===== config.mk =====
export PLATFORM = sky130hd
export DESIGN_NAME = nine_bit_block_receiver_unit
export DESIGN_NICKNAME = d
export VERILOG_FILES = /design/src/rtl/nbbr_pkg.sv /design/src/rtl/nine_bit_block_receiver_unit.sv /design/src/rtl/nbbr_ram.sv
export SDC_FILE = /design/constraint.sdc
export NUM_CORES = 1
export LEC_CHECK = 0
export ABC_CLOCK_PERIOD_IN_PS = 4800
export CORE_ASPECT_RATIO = 0.9
export CORE_MARGIN = 2
export CORE_UTILIZATION = 40
export CTS_BUF_LIST = sky130_fd_sc_hd__clkbuf_4 sky130_fd_sc_hd__clkbuf_8 sky130_fd_sc_hd__clkbuf_16
export CTS_CLUSTER_DIAMETER = 100
export DETAILED_ROUTE_END_ITERATION = 8
export DONT_BUFFER_PORTS = 1
export PLACE_DENSITY_LB_ADDON = 0.15
export SLEW_MARGIN = 0
export SYNTH_ARGS = -nofsm -noshare
export SYNTH_HDL_FRONTEND = slang
export SYNTH_SLANG_ARGS = --single-unit

===== constraint.sdc =====
create_clock -name clk_i -period 4.8 [get_ports clk_i]
set_input_delay 0.72 -clock clk_i [delete_from_list [all_inputs] [get_ports clk_i]]
set_output_delay 0.72 -clock clk_i [all_outputs]
set_load 0.1 [all_outputs]

===== src/rtl/nbbr_pkg.sv =====
// Nine-bit block receiver: shared types and constants.
// Holds the item structs and the frame status codes; no dependencies.
package nbbr_pkg;

  localparam int unsigned CharW  = 9;
  localparam int unsigned ByteW  = 8;
  localparam int unsigned CountW = 6;
  localparam int unsigned IdleW  = 17;
  localparam int unsigned LimitW = 16;

  localparam logic [LimitW-1:0] TimeoutReset = 16'd1000;

  // Request kinds on the input channel.
  localparam logic REQ_CHAR = 1'b0;
  localparam logic REQ_IDLE = 1'b1;

  typedef enum logic [1:0] {
    ST_OK      = 2'd0,
    ST_TIMEOUT = 2'd1,
    ST_CHKSUM  = 2'd2,
    ST_OVERLEN = 2'd3
  } frame_status_e;

  typedef struct packed {
    logic             req_type;
    logic [CharW-1:0] rx_char;
  } in_item_t;

  typedef struct packed {
    logic [ByteW-1:0]  data_byte;
    logic [CountW-1:0] byte_index;
    logic              has_byte;
    frame_status_e     frame_status;
    logic [CountW-1:0] frame_length;
    logic              last;
  } out_item_t;

endpackage


===== src/rtl/nine_bit_block_receiver_unit.sv =====
// Nine-bit block receiver top level: frame assembly, checksum and drain.
// Depends on nbbr_pkg and nbbr_ram.
//
// Usage:
//  - Input channel (in_valid_i / in_stall_o / in_item_i): one item per bus
//    character or idle tick. Items that do not end a frame are taken one per
//    cycle while no drain is under way and give no result.
//  - Output channel (out_valid_o / out_stall_i / out_item_o): at frame end the
//    stored bytes come out in order, each with status and length, the final
//    one marked last; a frame with no bytes gives one byteless item.
//  - Drain: after the item that ends the frame, each stored byte goes through
//    a RAM read, then a load of the output register, one byte at a time; an
//    empty frame needs only the load of its byteless item. The input stalls
//    for the whole drain.
//  - The timeout register is written through cfg_we_i / cfg_wdata_i; the
//    user must write it only while the block is idle, as the block itself
//    does not enforce that. It resets to 1000 ticks.
//  - Reset clears the counters, the running sum and the output valid; the
//    byte store is not cleared, as only bytes of the current frame are read.
//  - A stalled output holds its item; the drain waits until it is taken.
module nine_bit_block_receiver_unit #(
  parameter int unsigned BLOCK_LIMIT = 36
) (
  input  logic                 clk_i,
  input  logic                 rst_ni,
  input  logic                 cfg_we_i,
  input  logic [15:0]          cfg_wdata_i,
  input  logic                 in_valid_i,
  output logic                 in_stall_o,
  input  nbbr_pkg::in_item_t   in_item_i,
  output logic                 out_valid_o,
  input  logic                 out_stall_i,
  output nbbr_pkg::out_item_t  out_item_o
);

  import nbbr_pkg::*;

  localparam int unsigned Depth = BLOCK_LIMIT + 1;
  localparam int unsigned AddrW = $clog2(Depth);

  typedef enum logic [1:0] {
    S_IDLE,
    S_READ,
    S_LOAD,
    S_EMPTY
  } state_e;

  state_e              state_q;
  logic [LimitW-1:0]   timeout_q;
  logic [CountW-1:0]   byte_cnt_q;
  logic [ByteW-1:0]    sum_q;
  logic [IdleW-1:0]    idle_q;
  logic [CountW-1:0]   len_q;
  frame_status_e       status_q;
  logic [CountW-1:0]   rd_idx_q;
  logic                out_valid_q;
  out_item_t           out_q;

  logic                in_acc;
  logic                out_free;
  logic                out_load;
  logic [IdleW-1:0]    idle_inc;
  logic [CountW-1:0]   cnt_inc;
  logic [ByteW-1:0]    rx_byte;
  logic                end_frame;
  logic [CountW-1:0]   end_len;
  frame_status_e       end_status;
  logic                ram_we;
  logic [ByteW-1:0]    ram_rdata;

  assign in_stall_o = (state_q != S_IDLE);
  assign in_acc     = in_valid_i && !in_stall_o;
  assign out_free   = !out_valid_q || !out_stall_i;
  assign out_load   = out_free && (state_q == S_LOAD || state_q == S_EMPTY);

  assign idle_inc = idle_q + IdleW'(1);
  assign cnt_inc  = byte_cnt_q + CountW'(1);
  assign rx_byte  = in_item_i.rx_char[ByteW-1:0];

  // Decide whether the accepted item closes the frame, and with what.
  always_comb begin
    end_frame  = 1'b0;
    end_len    = byte_cnt_q;
    end_status = ST_TIMEOUT;
    ram_we     = 1'b0;
    if (in_acc) begin
      if (in_item_i.req_type == REQ_IDLE) begin
        if (idle_inc > {1'b0, timeout_q}) begin
          end_frame = 1'b1;
        end
      end else begin
        ram_we = 1'b1;
        if (in_item_i.rx_char[ByteW]) begin
          end_frame = 1'b1;
          if (cnt_inc == CountW'(1)) begin
            end_len    = cnt_inc;
            end_status = ST_OK;
          end else if (rx_byte != sum_q) begin
            // Keep the checksum byte on a mismatch.
            end_len    = cnt_inc;
            end_status = ST_CHKSUM;
          end else begin
            // Drop the checksum byte on a match.
            end_len    = cnt_inc - CountW'(1);
            end_status = ST_OK;
          end
        end else if (cnt_inc > CountW'(BLOCK_LIMIT)) begin
          end_frame  = 1'b1;
          end_len    = cnt_inc;
          end_status = ST_OVERLEN;
        end
      end
    end
  end

  nbbr_ram #(
    .WIDTH (ByteW),
    .DEPTH (Depth)
  ) u_store (
    .clk_i   (clk_i),
    .we_i    (ram_we),
    .waddr_i (byte_cnt_q[AddrW-1:0]),
    .wdata_i (rx_byte),
    .raddr_i (rd_idx_q[AddrW-1:0]),
    .rdata_o (ram_rdata)
  );

  always_ff @(posedge clk_i or negedge rst_ni) begin
    if (!rst_ni) begin
      state_q     <= S_IDLE;
      timeout_q   <= TimeoutReset;
      byte_cnt_q  <= '0;
      sum_q       <= '0;
      idle_q      <= '0;
      len_q       <= '0;
      status_q    <= ST_OK;
      rd_idx_q    <= '0;
      out_valid_q <= 1'b0;
      out_q       <= '0;
    end else begin
      if (cfg_we_i) begin
        timeout_q <= cfg_wdata_i;
      end
      // Raise valid on a new load, else drop the output item once taken.
      if (out_load) begin
        out_valid_q <= 1'b1;
      end else if (out_valid_q && !out_stall_i) begin
        out_valid_q <= 1'b0;
      end
      case (state_q)
        S_IDLE: begin
          if (in_acc) begin
            if (end_frame) begin
              byte_cnt_q <= '0;
              sum_q      <= '0;
              idle_q     <= '0;
              len_q      <= end_len;
              status_q   <= end_status;
              rd_idx_q   <= '0;
              state_q    <= (end_len == '0) ? S_EMPTY : S_READ;
            end else if (in_item_i.req_type == REQ_IDLE) begin
              idle_q <= idle_inc;
            end else begin
              idle_q     <= '0;
              byte_cnt_q <= cnt_inc;
              sum_q      <= sum_q + rx_byte;
            end
          end
        end
        S_READ: begin
          // Read address is presented; data is registered by the next cycle.
          state_q <= S_LOAD;
        end
        S_LOAD: begin
          if (out_free) begin
            out_q.data_byte    <= ram_rdata;
            out_q.byte_index   <= rd_idx_q;
            out_q.has_byte     <= 1'b1;
            out_q.frame_status <= status_q;
            out_q.frame_length <= len_q;
            out_q.last         <= (rd_idx_q == len_q - CountW'(1));
            if (rd_idx_q == len_q - CountW'(1)) begin
              state_q <= S_IDLE;
            end else begin
              rd_idx_q <= rd_idx_q + CountW'(1);
              state_q  <= S_READ;
            end
          end
        end
        S_EMPTY: begin
          if (out_free) begin
            out_q.data_byte    <= '0;
            out_q.byte_index   <= '0;
            out_q.has_byte     <= 1'b0;
            out_q.frame_status <= status_q;
            out_q.frame_length <= '0;
            out_q.last         <= 1'b1;
            state_q            <= S_IDLE;
          end
        end
        default: begin
          state_q <= S_IDLE;
        end
      endcase
    end
  end

  assign out_valid_o = out_valid_q;
  assign out_item_o  = out_q;

`ifndef ASSERT_OFF
  // A byteless item is always the single, final item of an empty frame.
  a_empty_item: assert property (@(posedge clk_i) disable iff (!rst_ni)
    (out_valid_o && !out_item_o.has_byte) |->
      (out_item_o.last && out_item_o.frame_length == '0))
    else $error("byteless item not marked as empty frame end");

  // The stored count never passes the block limit between frames.
  a_count_bound: assert property (@(posedge clk_i) disable iff (!rst_ni)
    (byte_cnt_q <= CountW'(BLOCK_LIMIT)))
    else $error("byte count beyond block limit");

  // The drain index stays inside the frame being delivered.
  a_drain_index: assert property (@(posedge clk_i) disable iff (!rst_ni)
    (state_q == S_READ || state_q == S_LOAD) |-> (rd_idx_q < len_q))
    else $error("drain index outside frame");

  // A frame end clears the counters for the next frame.
  a_frame_clear: assert property (@(posedge clk_i) disable iff (!rst_ni)
    (in_acc && end_frame) |=> (byte_cnt_q == '0 && sum_q == '0 && idle_q == '0))
    else $error("counters not cleared at frame end");
`endif

endmodule


===== src/rtl/nbbr_ram.sv =====
// Generic single-write, single-read RAM with a registered read port.
// Stand-alone; used for the frame byte store.
module nbbr_ram #(
  parameter int unsigned WIDTH = 8,
  parameter int unsigned DEPTH = 37
) (
  input  logic                     clk_i,
  input  logic                     we_i,
  input  logic [$clog2(DEPTH)-1:0] waddr_i,
  input  logic [WIDTH-1:0]         wdata_i,
  input  logic [$clog2(DEPTH)-1:0] raddr_i,
  output logic [WIDTH-1:0]         rdata_o
);

  logic [WIDTH-1:0] mem_q [DEPTH];
  logic [WIDTH-1:0] rdata_q;

  always_ff @(posedge clk_i) begin
    if (we_i) begin
      mem_q[waddr_i] <= wdata_i;
    end
    rdata_q <= mem_q[raddr_i];
  end

  assign rdata_o = rdata_q;

endmodule


==> results of run 1 <==
-- registers in the layout, indices dropped and copies added (netlist names) --
name and flops:
byte_cnt_q 6, idle_q 17, len_q 6, out_item_o 24
out_valid_o 1, rd_idx_q 6, state_q 2, status_q 2
sum_q 8, timeout_q 16, u_store.mem_q 296, u_store.rdata_o 8
-- cells by family after synthesis --
| family | count (synthesis) | synth area share |
|---|---|---|
| AO/OA/AOI/OAI | 164 | 0.0670 |
| adder cells (fa/ha/maj) | 30 | 0.0229 |
| AND/OR/NAND/NOR | 242 | 0.0686 |
| multiplexers | 104 | 0.129 |
| XOR/XNOR | 36 | 0.0189 |
| flip-flops | 392 | 0.673 |
| buffers and inverters | 86 | 0.0208 |
-- area by class of cell --
cell class	count	area [um2]
repair buffers	14	163
flip-flops and latches	392	11300
clock buffers	59	1230
multi-input cells	576	5120
well taps	547	684
inverters	35	131
clock inverters	16	115
fillers	3605	22800
-- where the power goes --
part           total (uW)  internal (uW)  leakage [uW]  switching [uW]
Clock                3150           1840      0.000680            1310
Sequential           4850           3890       0.00387             961
Combinational        2400           1200       0.00190            1200
-- per-layer routing --
metal / vias to the layer above / part of all wire
met2: 215 / 0.45
met3: 46 / 0.059
met4: 0 / 0.017
met5: - / 0
met1: 4649 / 0.48
li1: 4116 / -
-- final timing paths --
check,from,endpoint,slack [ns]
min in group clk_i,cfg_we_i,timeout_q[7],0.22
max in group asynchronous,rst_ni,rd_idx_q[0],4.37
hold / removal,rst_ni,timeout_q[10],0.07
setup reg to reg,idle_q[0],state_q[1],0.59
setup / recovery,idle_q[0],state_q[1],0.59
hold reg to reg,u_store.rdata_o[7],out_item_o[23],0.44
-- cell usage in the layout, fill, tap and decap left out, types with 17 or more instances in the layout --
cell       Yosys  routed
a21oi_1       29      29
a22o_1        22      22
clkbuf_16      0      43
dfrtp_1       82      79
edfxtp_1     296     296
ha_1          29      29
inv_1         35      35
mux4_2        88      88
nand2_1       78      78
nand3_1       17      17
nor2_1        73      73
o21ai_0       52      52
xnor2_1       23      23
-- what timing repair did --
| item | in CTS | in global routing |
|---|---|---|
| endpoints found under the hold margin | 88 | 0 |
| endpoints found under the setup margin | 0 | 6 |
| hold buffers | 1 | 0 |
| gates resized for setup | 0 | 1 |
-- metrics by stage --
| stage | hold slack [ns] | instances | area (um2) | util | setup slack (ns) |
|---|---|---|---|---|---|
| finish | 0.0741 | 1639 | 18700 | 0.451 | 0.593 |
| floorplan | 0.424 | 1054 | 16700 | - | 0.964 |
| global placement | 0.426 | 1563 | 17300 | 0.418 | 0.430 |
| detailed placement | 0.427 | 1563 | 17300 | 0.418 | 0.351 |
| CTS | 0.0741 | 1639 | 18700 | 0.451 | 0.333 |
| global route | 0.0770 | 1639 | 18700 | 0.451 | 0.213 |
-- worst register-to-register path: cells and delay by family (launching register included) --
| kind | cells | cell delay (ns) |
|---|---|---|
| DFF | 1 | 0.44 |
| adders and majority gates | 2 | 0.68 |
| AOI/OAI and AO/OA | 5 | 1.47 |
| xor gates and xnor gates | 1 | 0.10 |
| and+or+nand+nor | 6 | 1.42 |
==> run metrics, run 1 <==
status=complete, no violations; worst hold-check path type=input port to asynchronous set/reset pin; CP Capture Type=register; max cap viols=0; antenna violations before repair=0; Die ar.=~43000 um2; Fin Clk Skew=0.0296 ns; Worst VDD drop=0.000397 V; CTS buffer count=42; gr busiest metal=met1; Area Growth Syn to Fin=11.9%; post-synthesis register bit count=roughly 390; dominant cell type by area after synthesis=edfxtp_1; Vias per Instance=approximately 5.5; most numerous cell in the Yosys netlist=edfxtp_1; PortBufs=0; grt met1 use=0.263; min Tclk post-route=4.21 ns; global-route wire length before repair=between 50 and 60 mm; number of buffers and inverters on the critical path=0; Synthesis Warnings=0; Mean Syn Cell Area=15.9 um2; H-tree depth=2; via count=9026; DP HPWL=around 24 mm; GRT Util Overall=0.177; Synth top area share=0.532; LEAKAGE=0.00645 uW; Initial Utilization=0.403; Power Total=10400 uW; unrepaired setup endpoints after global routing=false; worst r2r path cells=14; drt pass-1 iters=5; M3 GR Usage=0.0395; clk sink count=392; Iteration-0 DRC Markers=730; setup TNS=0 ns; final wirelength=37.3 mm; relative slew slack=0.294; ant diodes=0; core area=41500 um2; Die Width=220 um; delay-heaviest family, CP=compound AO/OA/AOI/OAI gates; post-route ant nets=0; Die H=a little under 200 um; CP max FO=10; Least-Margin Pin Slew=1.05 ns; met2 Resource Use GR=0.263; Fin. Hold Viols=0; Post-synth EDFFs=296; IO Pins=57; vias in the first global route=9207; CTS tree=done; Synth area leaders=edfxtp_1, dfrtp_1, mux4_2; sequential-to-total area share from yosys stat=0.673; Slew Limit Fails=0; Cell Chain, Critical Path=ha_1 > nand4_1 > nor2_1 > nand3_1 > nor2_1 > xor2_1 > ha_1 > nand4_1 > nor3_1 > a221oi_1 > a21boi_2 > o211ai_2 > a211o_1 > o41ai_2; Setup violations, final=0; Post-synth ARST share=0.224; Final period util=0.876; GPL Wtd Cong=~0.83; Wirelength per Cell=22.8 um; Startpoint Class=register; Worst-Skew Late Latency=0.56 ns; total congestion overflow=0; Critical Path Max Stage Delay=0.45 ns; Primary FF master, synth=edfxtp_1; layout cells sized above 1=0.188; Critical Path Stages=14; worst path arrival time=around 4.7 ns; Power per Cell Area=556 nW/um2; Mapped Nets=1115; largest net degree at the start of global routing=89; site row count=71; clock transition at the registers of the reported paths=0.06 ns; f_max=238 MHz; clock buffer depth=3; Post-synth top cells=edfxtp_1, mux4_2, dfrtp_1; critical path required time=5.27 ns; nets@finish=~1100; Setup Fix Bufs, Post-CTS=0; number of remaining DRC errors=0; Synth Cell Area=16700 um2; Setup CP Type=register to register; Synth cell types=72; clock root buffer=clkbuf_16; Synth Instances=1054; crit path max-delay cell type=a21boi_2
Note: power is estimated with default switching activity, not from simulation.
==> inputs of run 2 (changes only) <==
Settings changed: CELL_PAD_IN_SITES_DETAIL_PLACEMENT from default to 1, CELL_PAD_IN_SITES_GLOBAL_PLACEMENT from default to 1.
==> run 2 against run 1 <==
Against the previous run: die area did not move; critical path depth did not move; core utilization rose by 0.21 points; fmax fell by 4.0%; final cell count rose by 0.79%; combinational power barely moved; global-route usage rose by 1.5 points; largest power group unchanged; clock skew fell by 0.013 ns.
==> run metrics, run 2 (synthesized netlist as in run 1, its figures left out) <==
layout cells sized above 1=0.198 (was 0.188); site row count=71 (unchanged); PortBufs=0 (unchanged); IO Pins=57 (unchanged); Die H=198 um (unchanged); H-tree depth=2 (unchanged); Worst-Skew Late Latency=0.56 ns (about the same); Fin. Hold Viols=0 (unchanged); nets@finish=1137 (was 1122); post-route ant nets=0 (unchanged); number of remaining DRC errors=0 (unchanged); Wirelength per Cell=24.2 um (was 22.8 um); core area=41500 um2 (unchanged); Power per Cell Area=553 nW/um2 (was 556 nW/um2); min Tclk post-route=4.38 ns (was 4.21 ns); FILL cells=3994 (was 3605); Power Total=10400 uW (about the same); CTS buffer count=42 (unchanged); clock buffer depth=3 (unchanged); global-route wire length before repair=61.9 mm (was 57.3 mm); Largest Register=u_store.mem_q (unchanged); setup TNS=0 ns (unchanged); post-cts gate resize count=0 (unchanged); Least-Margin Pin Slew=0.963 ns (was 1.05 ns); LEAKAGE=0.00652 uW (was 0.00645 uW); vias in the first global route=9844 (was 9207); status=complete, no violations (unchanged); worst hold-check path type=input port to asynchronous set/reset pin (unchanged); Setup violations, final=0 (unchanged); DP HPWL=25.8 mm (was 23.8 mm); Iteration-0 DRC Markers=670 (was 730); f_max=228 MHz (was 238 MHz); Initial Utilization=0.403 (unchanged); worst flop-to-flop path startpoint=idle_q[0] (unchanged); Area Growth Syn to Fin=12.4% (was 11.9%); Worst VDD drop=0.000427 V (was 0.000397 V); drt pass-1 iters=5 (unchanged); Fin Clk Skew=0.0167 ns (was 0.0296 ns); Setup CP Type=register to register (unchanged); Die ar.=43500 um2 (unchanged); Vias per Instance=5.53 (was 5.51); worst setup path startpoint=idle_q[0] (unchanged); antenna violations before repair=0 (unchanged); worst path arrival time=4.84 ns (was 4.67 ns); most frequent cells in the layout=edfxtp_1, mux4_2, dfrtp_1 (unchanged); CP Capture Type=register (unchanged); Startpoint Class=register (unchanged); Largest register FFs=296 (unchanged); clock root buffer=clkbuf_16 (unchanged); final wirelength=40.0 mm (was 37.3 mm); via count=9134 (was 9026); max cap viols=0 (unchanged); CTS tree=done (unchanged); clock transition at the registers of the reported paths=0.06 ns (about the same); leading cell type in the layout, fill and taps excluded=edfxtp_1 (unchanged); GRT Util Overall=0.192 (was 0.177); ant diodes=0 (unchanged); critical path required time=5.26 ns (was 5.27 ns); Die Width=220 um (unchanged); Final period util=0.913 (was 0.876); GPL Wtd Cong=0.777 (was 0.826); clk sink count=392 (unchanged); Slew Limit Fails=0 (unchanged); total congestion overflow=0 (unchanged); relative slew slack=0.354 (was 0.294); CP max FO=8 (was 10); largest net degree at the start of global routing=83 (was 89); unrepaired setup endpoints after global routing=false (unchanged)
-- run 2: worst paths after layout --
check,slack [ns],cells after the start,to
worst max-delay path,0.42,14,state_q[1]
worst min-delay path,0.05,1,sum_q[7]
worst max register to register,0.42,14,state_q[1]
worst min register to register,0.45,1,out_item_o[21]
max in group asynchronous,3.82,1,timeout_q[7]
min in group clk_i,0.22,1,timeout_q[3]
-- run 2: area by class of cell --
| type | count | area [um2] | area share |
|---|---|---|---|
| flip-flops and latches | 392 | 11300 | 0.599 |
| multi-input cells | 576 | 5120 | 0.272 |
| clock buffers | 59 | 1230 | 0.0653 |
| well taps | 547 | 684 | 0.0364 |
| repair buffers | 29 | 265 | 0.0141 |
| inverters | 35 | 131 | 0.00699 |
| clock inverters | 14 | 101 | 0.00539 |
-- run 2: report_power, final --
part	internal, uW	total (uW)	switching, uW
sequential	3890	4850	962
clock	1840	3130	1300
combinational	1190	2420	1230
total	6910	10400	3490
-- run 2: critical path: stages, from the launching register on --
cell and delay, ns:
dfrtp_1 0.44, ha_1 0.35, nand4_1 0.32, nor2_1 0.29, nand3_1 0.20, nor2_1 0.18
xor2_1 0.10, ha_1 0.31, nand4_1 0.15, nor3_1 0.28, a221oi_1 0.11, a21boi_1 0.60
o211ai_2 0.29, a211o_1 0.34, o41ai_2 0.32
-- run 2: per-stage QoR --
| stage | hold slack [ns] | cell area, um2 | instances | utilization | setup WS, ns |
|---|---|---|---|---|---|
| 3_5_place_dp | 0.431 | 17400 | 1577 | 0.420 | 0.455 |
| 5_1_grt | 0.0820 | 18800 | 1652 | 0.453 | 0.0243 |
| 4_1_cts | 0.0650 | 18800 | 1652 | 0.453 | 0.428 |
| 6_report | 0.0481 | 18800 | 1652 | 0.453 | 0.416 |
| 2_1_floorplan | 0.424 | 16700 | 1054 | - | 0.964 |
| 3_3_place_gp | 0.431 | 17400 | 1577 | 0.420 | 0.556 |
-- run 2: metal layers --
metal  wire length [um]  up-vias  GRT usage  share of wire
met1              18700     4775      0.275           0.47
met5                  0        -          0              0
met3               1970       50     0.0361          0.049
met4                738        0     0.0526          0.018
li1                   -     4144          -              -
met2              18500      165      0.301           0.46
-- run 2: timing repair --
item,in CTS,in global routing
hold buffers,2,0
setup endpoints to repair,0,0
setup buffers,0,0
hold endpoints to repair,82,0
==> inputs of run 3 (changes only) <==
Settings changed: BUFFER_PORTS_ARGS from default to -buffer_cell sky130_fd_sc_hd__buf_2, DONT_BUFFER_PORTS 1 to default.
==> run 3 against run 2 <==
Against the previous run: sequential cell count is the same; count of clock-buffer cells in the layout fell by 4; sequential power decreased by 12%; design area grew 1.5%; highest routed layer unchanged; critical endpoint unchanged; core utilization up 0.67 points; global-route usage is 0.57 points higher; combinational power increased by 30%; sequential share of layout area fell by 0.88 points; register-to-register slack gained 0.18 ns; final cell count up 4.1%; fmax grew 4.3%; clock power down 3%.
==> run metrics, run 3 (synthesized netlist as in run 1, its figures left out) <==
Iteration-0 DRC Markers=702 (was 670); f_max=238 MHz (was 228 MHz); H-tree depth=2 (unchanged); Hold Buf Count CTS=0 (was 2); nets@finish=1203 (was 1137); CP Capture Type=register (unchanged); post-route ant nets=0 (unchanged); Sequential Area=11300 um2 (unchanged); most frequent cells in the layout=edfxtp_1, mux4_2, dfrtp_1 (unchanged); drt pass-1 iters=5 (unchanged); clock transition at the registers of the reported paths=0.06 ns (about the same); Wirelength per Cell=24.2 um (about the same); Worst VDD drop=0.000514 V (was 0.000427 V); Initial Utilization=0.403 (unchanged); Die ar.=43500 um2 (unchanged); clock buffer depth=3 (unchanged); min Tclk post-route=4.20 ns (was 4.38 ns); Final period util=0.875 (was 0.913); Fin Clk Skew=0.0183 ns (was 0.0167 ns); Die Width=220 um (unchanged); vias in the first global route=9870 (was 9844); post-cts gate resize count=0 (unchanged); leading cell type in the layout, fill and taps excluded=edfxtp_1 (unchanged); PortBufs=56 (was 0); LEAKAGE=0.00676 uW (was 0.00652 uW); Startpoint Class=register (unchanged); unrepaired setup endpoints after global routing=false (unchanged); final wirelength=41.5 mm (was 40.0 mm); global-route wire length before repair=63.1 mm (was 61.9 mm); max cap viols=0 (unchanged); Setup Fix Bufs, Post-CTS=0 (unchanged); Vias per Instance=5.49 (was 5.53); DP HPWL=26.8 mm (was 25.8 mm); Least-Margin Pin Slew=1.12 ns (was 0.963 ns); setup TNS=0 ns (unchanged); status=complete, no violations (unchanged); Setup CP Type=register to register (unchanged); core area=41500 um2 (unchanged); Setup violations, final=0 (unchanged); number of remaining DRC errors=0 (unchanged); worst hold-check path type=input port to asynchronous set/reset pin (unchanged); Area Growth Syn to Fin=14.1% (was 12.4%); layout cells sized above 1=0.237 (was 0.198); critical path required time=5.26 ns (about the same); Largest register FFs=296 (unchanged); total congestion overflow=0 (unchanged); CTS buffer count=43 (was 42); clock root buffer=clkbuf_16 (unchanged); Power Total=10400 uW (about the same); CTS tree=done (unchanged); site row count=71 (unchanged); Slew Limit Fails=0 (unchanged); IO Pins=57 (unchanged); GPL Wtd Cong=0.763 (was 0.777); clk sink count=392 (unchanged); largest net degree at the start of global routing=51 (was 83); footprint of the multi-input gates=5120 um2 (unchanged); Fin. Hold Viols=0 (unchanged); Power per Cell Area=548 nW/um2 (was 553 nW/um2); relative slew slack=0.252 (was 0.354); Largest Register=u_store.mem_q (unchanged); Worst-Skew Late Latency=0.57 ns (was 0.56 ns); antenna violations before repair=0 (unchanged); CP max FO=10 (was 8); GRT Util Overall=0.198 (was 0.192); Die H=198 um (unchanged); worst path arrival time=4.66 ns (was 4.84 ns); FILL cells=4041 (was 3994); via count=9450 (was 9134)
==> run 3: cell types whose count changed in the layout (fill, tap and decap cells not counted), sizes merged <==
cell / previous run / this run
diode: 0 / 1
clkinvlp: 1 / 3
clkinv: 10 / 16
inv: 37 / 36
clkbuf: 59 / 55
buf: 28 / 94
bufinv: 1 / 0
dlygate4sd3: 1 / 0
==> run 3: power by group <==
part / switching [uW] / leakage [uW] / internal, uW / total [uW]
Combinational: 1910 / 0.00226 / 1240 / 3150
Sequential: 339 / 0.00387 / 3910 / 4250
Clock: 1320 / 0.000634 / 1730 / 3050
Total: 3570 / 0.00676 / 6870 / 10400
==> run 3: path summary, 6_finish.rpt <==
kind	depth (start not counted)	slack, ns	end	from
worst max-delay path	15	0.60	state_q[1]	idle_q[0]
worst min-delay path	1	0.16	sum_q[2]	rst_ni
worst max register to register	15	0.60	state_q[1]	idle_q[0]
worst min register to register	1	0.45	out_item_o[19]	u_store.rdata_o[3]
max in group asynchronous	2	3.49	rd_idx_q[0]	rst_ni
min in group clk_i	3	0.37	timeout_q[12]	cfg_wdata_i[12]
==> run 3: cell type report <==
| cell class | instances | area share |
|---|---|---|
| diodes | 1 | 0.000131 |
| clock buffers | 55 | 0.0618 |
| clock inverters | 20 | 0.00518 |
| inverters | 35 | 0.00689 |
| multi-input cells | 576 | 0.268 |
| flip-flops and latches | 392 | 0.591 |
| well taps | 547 | 0.0359 |
| repair buffers | 94 | 0.0311 |
==> run 3: critical path: stages, from the launching register on <==
cell	delay, ns
dfrtp_1	0.44
ha_1	0.34
nand4_1	0.13
buf_4	0.18
nor2_1	0.22
nand3_1	0.21
nor2_1	0.18
xor2_1	0.11
ha_1	0.31
nand4_1	0.15
nor3_1	0.27
a221oi_1	0.13
a21boi_2	0.46
o211ai_2	0.28
a211o_1	0.34
o41ai_2	0.33
==> run 3: per-stage QoR <==
step	cells	util	instance area (um2)	setup slack (ns)	hold slack, ns
3_5_place_dp	1644	0.429	17800	0.390	0.435
6_report	1720	0.460	19100	0.598	0.163
2_1_floorplan	1054	-	16700	0.964	0.424
4_1_cts	1719	0.460	19100	0.355	0.173
5_1_grt	1719	0.460	19100	0.237	0.200
3_3_place_gp	1644	0.429	17800	0.499	0.431
==> run 3: metal layers <==
metal	vias up	routed length (um)	track usage
li1	4285	-	-
met1	4903	19300	0.281
met2	202	19200	0.308
met3	60	2160	0.0472
met4	0	861	0.0480
met5	-	0	0
